[src/hdl/assert_macros.svh]
// Assertion macros shared by the solver RTL.
// Depends on nothing; included by files that carry assertions.
`ifndef ASSERT_MACROS_SVH
`define ASSERT_MACROS_SVH
// Implication checked on every clock edge outside reset.
`define ASSERT_IMP(lbl, clk, rstn, ante, cons) \
  lbl: assert property (@(posedge clk) disable iff (!rstn) (ante) |-> (cons)) \
    else $error("assertion failed");
// Next-cycle implication.
`define ASSERT_NXT(lbl, clk, rstn, ante, cons) \
  lbl: assert property (@(posedge clk) disable iff (!rstn) (ante) |=> (cons)) \
    else $error("assertion failed");
`endif

[src/hdl/gfps_ram.sv]
// Generic single-port-write, single-read RAM with registered read.
// No dependencies.
`timescale 1ns / 1ps
module gfps_ram #(
  parameter int unsigned Width = 32,
  parameter int unsigned Depth = 16
) (
  input  logic                     clk_i,
  input  logic                     we_i,
  input  logic [$clog2(Depth)-1:0] waddr_i,
  input  logic [Width-1:0]         wdata_i,
  input  logic [$clog2(Depth)-1:0] raddr_i,
  output logic [Width-1:0]         rdata_o
);
  logic [Width-1:0] mem_q [Depth];
  always_ff @(posedge clk_i) begin
    if (we_i) mem_q[waddr_i] <= wdata_i;
    rdata_o <= mem_q[raddr_i];
  end
endmodule

[config.mk]
export PLATFORM = sky130hd
export DESIGN_NAME = gfps_ram
export DESIGN_NICKNAME = d
export VERILOG_FILES = /design/src/hdl/assert_macros.svh /design/src/hdl/gfps_ram.sv
export SDC_FILE = /design/constraint.sdc
export NUM_CORES = 1
export LEC_CHECK = 0
export CAP_MARGIN = 10
export CORE_AREA = 5 5 143 247
export DETAILED_ROUTE_END_ITERATION = 8
export DIE_AREA = 0 0 148 252
export DONT_BUFFER_PORTS = 1
export GPL_TIMING_DRIVEN = 0
export HOLD_SLACK_MARGIN = 0.02
export PLACE_DENSITY = 0.76
export SKIP_LAST_GASP = 1
export SLEW_MARGIN = 0
export SYNTH_ARGS = -nofsm -noshare
export SYNTH_HDL_FRONTEND = slang
export SYNTH_SLANG_ARGS = --single-unit
[constraint.sdc]
create_clock -name clk_i -period 5 [get_ports clk_i]
set_clock_uncertainty 0.2 [all_clocks]
set_input_delay 0 -clock clk_i [delete_from_list [all_inputs] [get_ports clk_i]]
set_output_delay 0 -clock clk_i [all_outputs]
set_load 0.03 [all_outputs]
==> flow_metrics.env <==
export IMPL_critical_path_cell_chain="dlygate4sd3_1 -> nand3b_1 -> dlygate4sd3_1 -> nor3_2 -> buf_6 -> buf_6 -> buf_6"
export IMPL_ff_latch_area_sq_mm=0.0160
export IMPL_final_core_util_pct=69.8
export IMPL_timing_final_ws_setup_ps=2460
export IMPL_critical_path_required_ps=5060
export IMPL_crit_type="primary input to flop"
export IMPL_worst_path_max_fanout=9
export IMPL_syn_to_final_growth_pct=15.7
export IMPL_power_leakage_nw=7.31
export IMPL_drt_initial_drc_count=922
export IMPL_slew_limit_headroom_pct=38.6
export IMPL_ys_ff_latch=544
export IMPL_die_w_microns=148
export IMPL_start_util_pct=60.3
export IMPL_post_cts_resized=0
export IMPL_n_antenna_cell=0
export IMPL_slew_viol_final=0
export IMPL_drv_cap=0
export IMPL_crit_top_cell="buf_6"
export IMPL_avgSynthCellArea_sq_um=23.7
export IMPL_grt_pass1_wl_mm=64.3
export IMPL_fillCellCount=1827
export IMPL_std_cell_rows=88
export IMPL_grt_pass1_vias=9989
export IMPL_dpl_worst_slack_ps=2870
export IMPL_startpoint_type="primary input"
export IMPL_cts_buffers=45
export IMPL_floorplan_io_pins=74
export IMPL_tritoncts="yes"
export IMPL_max_freq_mhz=393
export IMPL_vias_per_cell=6.68
export IMPL_path_clk_slew_ps=70
export IMPL_hpwl_mm=24.9
export IMPL_num_nets_final=999
export IMPL_die_h_microns=252
export IMPL_power_density_mw_per_mm2=412
export IMPL_min_path_type="primary input to flop"
export IMPL_hold_violations=0
export IMPL_drc=0
export IMPL_die_area_sq_mm=0.0373
export IMPL_wire_per_inst_microns=30.8
export IMPL_firstDrtPassIters=5
export IMPL_postCtsSetupRepairBufs=0
export IMPL_antenna_found_initial=1
export IMPL_slowest_stage="dlygate4sd3_1"
export IMPL_max_stage_delay_ps=730
export IMPL_synth_cell_area_sq_mm=0.0199
export IMPL_crit_arrival_ps=2610
export IMPL_grt_max_degree=23
export IMPL_syn_inst=838
export IMPL_clk_latency_ps=570
export IMPL_antenna_left=0
export IMPL_fin_crit_ps=2540
export IMPL_rsz0062_at_grt="no"
export IMPL_ys_types=18
export IMPL_yosys_warnings=0
export IMPL_setup_viol=0
export IMPL_cp_end_kind="flop"
export IMPL_cts_hold_buf=46
export IMPL_clock_sinks=544
export IMPL_fin_crit_sh_pct=50.9
export IMPL_clockBufferDepth=3
export IMPL_tightestPinTransition_ps=921
export IMPL_peakVddDrop_mv=0.382
export IMPL_synth_seq_area_share_pct=80.7
export IMPL_io_buffers=0
export IMPL_core_sq_mm=0.0329
export IMPL_gp_congestion=0.745
export IMPL_tns_ps=0
export IMPL_grt_ovfl_total=0
export IMPL_wl_mm=43.2
export IMPL_vias=9346
export IMPL_htreeDepth=2
export IMPL_finalPower_mw=9.46
export IMPL_drive_above_1_share_pct=26.8
export IMPL_multiInputGateArea_sq_mm=0.00373
export IMPL_cts_root_buffer="clkbuf_16"
export IMPL_grt_usage_pct=23.9
export IMPL_syn_num_nets=880
export IMPL_status="finished, final reports clean"
==> through the flow <==
step	cells	hold WS [ps]	instance area [sq um]
floorplan	838	-101	19900
detailed placement	1269	-100	20900
finish	1399	37.4	23000
CTS	1399	22.6	23000
global route	1399	87.1	23000
global placement	1243	-100	20400
==> report_power, final <==
| group | switching, mW | internal, mW | total, mW |
|---|---|---|---|
| registers | 0.0945 | 5.10 | 5.19 |
| clock network | 1.58 | 2.24 | 3.83 |
| logic | 0.260 | 0.187 | 0.446 |
==> routing by layer <==
metal	vias to the layer above	share of wire [%]	global-route usage, %
met4	2	3.9	9.51
met5	-	0.035	0
met1	4945	35	30.5
li1	3805	-	-
met2	475	54	41.7
met3	119	6.7	3.72
==> path summary, 6_finish.rpt <==
| path | start | endpoint | slack (ps) | depth (start not counted) |
|---|---|---|---|---|
| hold reg to reg | mem_q[14][7]$_DFFE_PP_ | rdata_o[7]$_DFF_P_ | 470 | 3 |
| setup reg to reg | mem_q[1][31]$_DFFE_PP_ | rdata_o[31]$_DFF_P_ | 2900 | 4 |
| hold / removal | raddr_i[2] | rdata_o[8]$_DFF_P_ | 40 | 4 |
| setup / recovery | we_i | mem_q[8][0]$_DFFE_PP_ | 2460 | 7 |
==> worst max-delay path, delay by kind of cell <==
family	cells	cell delay, ps
buffers and inverters	5	1970
and+or+nand+nor	2	630
==> synthesized netlist by cell type <==
cell      number  share of area [%]
nand3b_1       2              0.076
or3b_2         1              0.044
edfxtp_1     512                 77
buf_4         11               0.42
buf_6          2               0.11
buf_1          9               0.17
dfxtp_1       32                3.2
nand2b_1       2              0.063
nand3_1        1              0.025
buf_2          4               0.10
nor2_1        13               0.25
nor2b_1        2              0.063
a22oi_1       64                2.4
nand2_1       33               0.62
mux4_2       128                 15
nor3_1         4               0.10
and2_1         1              0.032
clkbuf_1      17               0.32
==> flip-flops by register name, summed over array words and instances, names as in the netlist <==
name	cells
mem_q	512
rdata_o	32
==> cells by family after synthesis <==
family	Yosys count	share of synthesized area, %
AOI/OAI and AO/OA	64	2.42
DFF	544	80.7
muxes	128	14.5
and+or+nand+nor	59	1.27
buffers and inverters	43	1.12
==> final cells by class <==
cell class | instances | share of cell area (%)
Sequential cell | 544 | 69.7
Tap cell | 405 | 2.21
Buffer | 43 | 0.969
Clock buffer | 56 | 5.57
Clock inverter | 28 | 1.57
Timing Repair Buffer | 72 | 3.78
Multi-Input combinational cell | 251 | 16.2
==> cell usage in the layout, fill, tap and decap left out <==
master and count:
nand3b_1 2, clkinv_4 2, nor2b_1 2, buf_1 9
dfxtp_1 32, nor2_4 12, and2_1 1, buf_2 4
clkbuf_16 47, clkbuf_8 7, clkinv_2 8, buf_4 12
buf_16 2, clkinv_1 4, edfxtp_1 512, inv_6 2
nand2_1 33, nor2_1 1, nand2b_1 2, nor3_2 4
nand3_1 1, a22oi_1 64, clkbuf_1 19, dlygate4sd3_1 46
clkinvlp_4 4, buf_6 15, bufinv_16 8, mux4_2 128
or3b_2 1, buf_12 10
(Power assumes the default switching activity.)
