### src/hdl/assert_macros.svh
// Assertion macros shared by the solver RTL.
// Depends on nothing; included by files that carry assertions.
`ifndef ASSERT_MACROS_SVH
`define ASSERT_MACROS_SVH
// Implication checked on every clock edge outside reset.
`define ASSERT_IMP(lbl, clk, rstn, ante, cons) \
  lbl: assert property (@(posedge clk) disable iff (!rstn) (ante) |-> (cons)) \
    else $error("assertion failed");
// Next-cycle implication.
`define ASSERT_NXT(lbl, clk, rstn, ante, cons) \
  lbl: assert property (@(posedge clk) disable iff (!rstn) (ante) |=> (cons)) \
    else $error("assertion failed");
`endif

### src/hdl/gfps_pkg.sv
// Package for the full-pivot solver: constants and shared types.
// No dependencies.
`timescale 1ns / 1ps
package gfps_pkg;
  localparam int unsigned MaxUnknowns = 16;
  localparam int unsigned FracBits    = 16;
  localparam int unsigned SizeReset   = 16;

  typedef enum logic [1:0] {
    StatOk       = 2'd0,
    StatSingular = 2'd1,
    StatOverflow = 2'd2
  } status_e;

  // control from sequencer to the shared arithmetic unit
  typedef enum logic [2:0] {
    OpDiv = 3'b001,
    OpMac = 3'b010,
    OpNop = 3'b100
  } alu_op_e;

  typedef struct packed {
    logic    start;
    alu_op_e op;
  } alu_ctl_t;

  typedef struct packed {
    logic busy;
    logic done;
    logic ovf;
  } alu_sts_t;

  function automatic logic [31:0] sat32(input logic signed [65:0] v, output logic o);
    logic [31:0] r;
    if (v > 66'sd2147483647) begin
      r = 32'h7fff_ffff;
      o = 1'b1;
    end else if (v < -66'sd2147483648) begin
      r = 32'h8000_0000;
      o = 1'b1;
    end else begin
      r = v[31:0];
      o = 1'b0;
    end
    return r;
  endfunction
endpackage

### src/hdl/gfps_alu.sv
// Shared arithmetic unit: bit-serial restoring divider for Q quotients and a
// multiply-subtract with saturation. Depends on gfps_pkg.
`timescale 1ns / 1ps
module gfps_alu
  import gfps_pkg::*;
#(
  parameter int unsigned FRAC_BITS = FracBits
) (
  input  logic        clk_i,
  input  logic        rst_ni,
  input  alu_ctl_t    ctl_i,
  input  logic [31:0] a_i,   // dividend or minuend
  input  logic [31:0] b_i,   // divisor or multiplicand
  input  logic [31:0] c_i,   // multiplier
  output logic [31:0] res_o,
  output alu_sts_t    sts_o
);
  localparam int unsigned NumW = 32 + FRAC_BITS;
  localparam int unsigned CntW = $clog2(NumW + 1);

  logic            busy_q, busy_d, done_q, done_d, ovf_q, ovf_d;
  alu_op_e         op_q, op_d;
  logic [CntW-1:0] cnt_q, cnt_d;
  logic [NumW-1:0] num_q, num_d;     // dividend magnitude, shifts out
  logic [32:0]     rem_q, rem_d;
  logic [31:0]     den_q, den_d;     // divisor magnitude
  logic            neg_q, neg_d;
  logic signed [63:0] prod_q, prod_d;
  logic signed [31:0] acc_q, acc_d;
  logic [31:0]     res_q, res_d;
  logic [32:0]     trial;
  logic signed [65:0] wide;
  logic            sov;
  logic [31:0]     sres;
  logic signed [63:0] pq;

  // quotient bits collected in num_q as dividend bits leave
  assign trial = {rem_q[31:0], num_q[NumW-1]} - {1'b0, den_q};
  always_comb begin
    pq = prod_q >>> FRAC_BITS;
    if (prod_q < 0 && (prod_q & ((64'sd1 <<< FRAC_BITS) - 1)) != 0) pq = pq + 64'sd1;
  end

  always_comb begin
    busy_d = busy_q; done_d = 1'b0; ovf_d = 1'b0; op_d = op_q; cnt_d = cnt_q;
    num_d = num_q; rem_d = rem_q; den_d = den_q; neg_d = neg_q; prod_d = prod_q;
    acc_d = acc_q; res_d = res_q; wide = '0; sov = 1'b0; sres = '0;
    if (!busy_q) begin
      if (ctl_i.start) begin
        busy_d = 1'b1; op_d = ctl_i.op; cnt_d = '0;
        if (ctl_i.op == OpDiv) begin
          num_d = {(a_i[31] ? -a_i : a_i), {FRAC_BITS{1'b0}}};
          den_d = b_i[31] ? -b_i : b_i;
          neg_d = a_i[31] ^ b_i[31];
          rem_d = '0;
        end else begin
          acc_d  = a_i;
          prod_d = $signed(b_i) * $signed(c_i);
        end
      end
    end else begin
      case (op_q)
        OpDiv: begin
          if (!trial[32]) rem_d = trial;
          else rem_d = {rem_q[31:0], num_q[NumW-1]};
          num_d = {num_q[NumW-2:0], ~trial[32]};
          cnt_d = cnt_q + 1'b1;
          if (cnt_q == CntW'(NumW - 1)) begin
            busy_d = 1'b0; done_d = 1'b1;
            wide = 66'(num_d);
            if (neg_q) wide = -wide;
            sres = sat32(wide, sov);
            res_d = sres; ovf_d = sov;
          end
        end
        OpMac: begin
          busy_d = 1'b0; done_d = 1'b1;
          wide = 66'(acc_q) - 66'(pq);
          sres = sat32(wide, sov);
          res_d = sres; ovf_d = sov;
        end
        default: begin
          busy_d = 1'b0; done_d = 1'b1;
        end
      endcase
    end
  end

  always_ff @(posedge clk_i or negedge rst_ni) begin
    if (!rst_ni) begin
      busy_q <= 1'b0; done_q <= 1'b0; ovf_q <= 1'b0; op_q <= OpNop; cnt_q <= '0;
    end else begin
      busy_q <= busy_d; done_q <= done_d; ovf_q <= ovf_d; op_q <= op_d; cnt_q <= cnt_d;
    end
  end
  always_ff @(posedge clk_i) begin
    num_q <= num_d; rem_q <= rem_d; den_q <= den_d; neg_q <= neg_d;
    prod_q <= prod_d; acc_q <= acc_d; res_q <= res_d;
  end

  assign res_o = res_q;
  assign sts_o = '{busy: busy_q, done: done_q, ovf: ovf_q};
endmodule

### config.mk
export PLATFORM = sky130hd
export DESIGN_NAME = gfps_alu
export DESIGN_NICKNAME = d
export VERILOG_FILES = /design/src/hdl/assert_macros.svh /design/src/hdl/gfps_pkg.sv /design/src/hdl/gfps_alu.sv
export SDC_FILE = /design/constraint.sdc
export NUM_CORES = 2
export LEC_CHECK = 0
export BUFFER_PORTS_ARGS = -buffer_cell sky130_fd_sc_hd__buf_2
export CAP_MARGIN = 20
export CORE_MARGIN = 1.5
export CORE_UTILIZATION = 41
export CTS_CLUSTER_DIAMETER = 80
export DETAILED_ROUTE_END_ITERATION = 7
export GPL_ROUTABILITY_DRIVEN = 0
export MAX_ROUTING_LAYER = met4
export PLACE_DENSITY = 0.64
export SLEW_MARGIN = 20
export SYNTH_ARGS = -nofsm -noshare
export SYNTH_HDL_FRONTEND = slang
export SYNTH_SLANG_ARGS = --single-unit
### constraint.sdc
create_clock -name clk_i -period 8.05 [get_ports clk_i]
set_input_delay 0.805 -clock clk_i [delete_from_list [all_inputs] [get_ports clk_i]]
set_output_delay 0.805 -clock clk_i [all_outputs]
set_load 0.02 [all_outputs]
==> summary.txt <==
Global routing
  – Vias in the first global route: 43300
  – Total Routing Usage GR: 0.233
  – Largest net degree at the start of global routing: 81
  – Initial antenna violation count: 8
  – First-pass GRT wire length: 240000 um
  – GRT overflow: 0

Die
  – Die height: between 300 and 400 um
  – Die Wd: roughly 370 um
  – Core ar.: between 100000 and 150000 um2
  – Die area: 134000 um2
  – Initial Utilization: 0.412
  – Row count: approximately 130
  – IO Pins: about 140

Timing
  – Final setup vio count: 0
  – Final Hold Vio Count: 0
  – Min Hold Slack: 112 ps
  – Pins Over Slew Limit: 0
  – RSZ-0062 raised after global routing: true
  – Crit path time final: around 8000 ps
  – Max Clk Rate: 126 MHz
  – Period utilization: 0.986
  – Final WS setup: about 110 ps
  – Clock Skew: around 28 ps
  – Slew margin rel.: 0.296
  – Worst Tran Pin Value: approximately 1100 ps

Worst setup path
  – Reg-to-reg endpoint: res_o[18]$_DFFE_PP_
  – Max incr delay on CP: ~600 ps
  – CP required: around 8400 ps
  – R2R Path Start: prod_q[30]$_DFFE_PP_
  – Critical path buffer and inverter count: 7
  – Worst Setup SP: b_i[30]
  – Worst setup path class: in2reg
  – Worst path depth: 30
  – Most common cell on crit path: fa_1
  – CP max FO: 6
  – Data arrival time of the worst path: 8240 ps
  – Type of origin of the critical path: input port
  – Critical Path End Type: flip-flop
  – Critical path's top delay family: adder cells
  – R2r setup slk: ~1000 ps
  – Worst R2R Path Depth: 23
  – Crit-path slowest cell: fa_1
  – Setup crit end: prod_q[62]$_DFFE_PP_

Placement
  – Pre-CTS setup slack: -859 ps
  – # placed instances: approximately 7900
  – Buffers added on ports: 136
  – Detailed placement HPWL: approximately 130000 um

Yosys
  – Area contributors post-synth: fa_1 (40%), edfxtp_1 (13%), inv_1 (8.6%)
  – Syn_nets: about 7300
  – Syn Inst Count: roughly 5900
  – Commonest cells in the netlist: inv_1 (1233), fa_1 (1084), nand2_1 (737)
  – Area leader, netlist: fa_1
  – Number of synthesized flops with an enable pin: 241
  – Seq/Total Area, Yosys: 0.139
  – Syn Std Cell Area: ~54000 um2
  – Synth cell types: 80
  – Flops & latches, synth: 253
  – Syn_area_per_cell: about 9 um2
  – Most frequent cell after synthesis: inv_1
  – Synth async-reset ratio: 0.0474
  – Syn. warnings: 0
  – Post-synth top area share: 0.401
  – Main flop type after synthesis: edfxtp_1

Routing
  – ANT nets after route: 0
  – Final wirelength: approximately 150000 um
  – Iter 0 DRT Violations: 2733
  – Wire length per cell: approximately 19 um
  – Via density: 5.12
  – DRC: 0
  – Detailed-route via count: ~41000
  – Pre-antenna DRT Iters: 6

Worst hold path
  – HP Class: in2async

Final layout
  – End-of-flow core utilization: 0.470
  – Fillcell total: 12400
  – Area delta synth->final: 14.1%
  – Footprint of the multi-input gates: roughly 41000 um2
  – FF+latch area: between 7000 and 8000 um2
  – Final net count: between 7000 and 8000
  – Final cell count without fillers: approximately 8000
  – Share of layout cells above drive strength 1: 0.127

Clock network
  – H-tree Lvls: 1
  – Cts bufs inserted: 26
  – Root Buffer: clkbuf_16
  – Max Root-Sink Buffers: 3
  – Clock Latency Late Sink: just under 600 ps
  – Clock transition at path regs: about 60 ps
  – Clock sink total: 253
  – CTS tree: done

Job
  – Maxcap violations: 0

Outcome
  – Outcome: completed
## metal layers
metal,global-route usage,share of wire,vias to the layer above
li1,-,-,18700
met1,0.308,0.43,20800
met2,0.383,0.47,1240
met3,0.0287,0.065,200
met4,0.0554,0.026,0
met5,-,0,-
## cell usage in the layout, fill, tap and decap left out, types with 16 or more instances in the layout
cell type / instances
o21ai_0: 136
buf_6: 33
o31ai_1: 30
fa_2: 21
and2_1: 538
buf_12: 46
a2bb2oi_1: 31
nor2b_1: 24
nand4_1: 33
or4_1: 19
inv_1: 1217
and3_1: 26
or3_1: 27
a21o_1: 69
clkbuf_16: 28
ha_4: 18
edfxtp_1: 241
nand2_1: 735
ha_1: 252
buf_2: 92
a211oi_1: 16
nor4_1: 24
nand2b_1: 43
buf_4: 411
o21bai_1: 16
o41ai_1: 16
nor2_1: 167
fa_1: 1063
nand3_1: 71
xor2_1: 120
nor3_1: 43
xnor2_1: 148
a21oi_1: 164
a31oi_1: 22
## flip-flops by register name, indices dropped and copies added (netlist names)
| signal | count |
|---|---|
| cnt_q | 6 |
| ovf_q | 1 |
| num_q | 48 |
| neg_q | 1 |
| res_o | 32 |
| den_q | 32 |
| busy_q | 1 |
| prod_q | 64 |
| op_q | 3 |
| rem_q | 32 |
| acc_q | 32 |
| done_q | 1 |
## layout make-up
cell class | instances | area share
timing repair buffer | 604 | 0.0823
antenna | 8 | 0.000325
sequential | 253 | 0.122
clock buffer | 31 | 0.0109
tap | 1755 | 0.0356
clock inverter | 16 | 0.00272
multi-input combinational | 4090 | 0.671
inverter | 1235 | 0.0753
## cell families (layout without fill, tap and decap cells)
family                   after synthesis  count (layout)  synth area share
AND/OR/NAND/NOR                     1816            1816             0.168
multiplexers                          13              13           0.00252
other                                  0               8                 0
AO/OA/AOI/OAI                        637             637            0.0753
XOR/XNOR                             270             270            0.0437
buffers and inverters               1532            1886             0.107
adder cells (fa/ha/maj)             1354            1354             0.464
flip-flops                           253             253             0.139
## how the worst min path moves through the flow
stage                                     from              endpoint  cells past startpoint
after floorplan           cnt_q[5]$_DFFE_PN0P_  cnt_q[5]$_DFFE_PN0P_                      1
after global placement    cnt_q[5]$_DFFE_PN0P_  cnt_q[5]$_DFFE_PN0P_                      1
after detailed placement  cnt_q[5]$_DFFE_PN0P_  cnt_q[5]$_DFFE_PN0P_                      1
after CTS                               rst_ni   op_q[0]$_DFFE_PN0P_                      1
after global routing                    rst_ni   op_q[0]$_DFFE_PN0P_                      1
final                                   rst_ni  cnt_q[2]$_DFFE_PN0P_                      1
## metrics by stage
stage          TNS (ps)  area [um2]
5_1_grt            -354       61700
2_1_floorplan      -523       54300
4_1_cts               0       60900
3_5_place_dp     -17220       60000
6_report              0       61700
3_3_place_gp     -14960       60000
## what timing repair did
item                                    in CTS  in global routing
resized for setup                           30                170
hold buffers                                 0                  0
setup buffers                                3                 11
endpoints found under the setup margin      14                 24
cloned                                       0                  2
pin swaps                                    4                 82
Power is left out: the tool's default activity adds up to more than one toggle a clock period on the data nets, which glitch-free logic cannot reach.
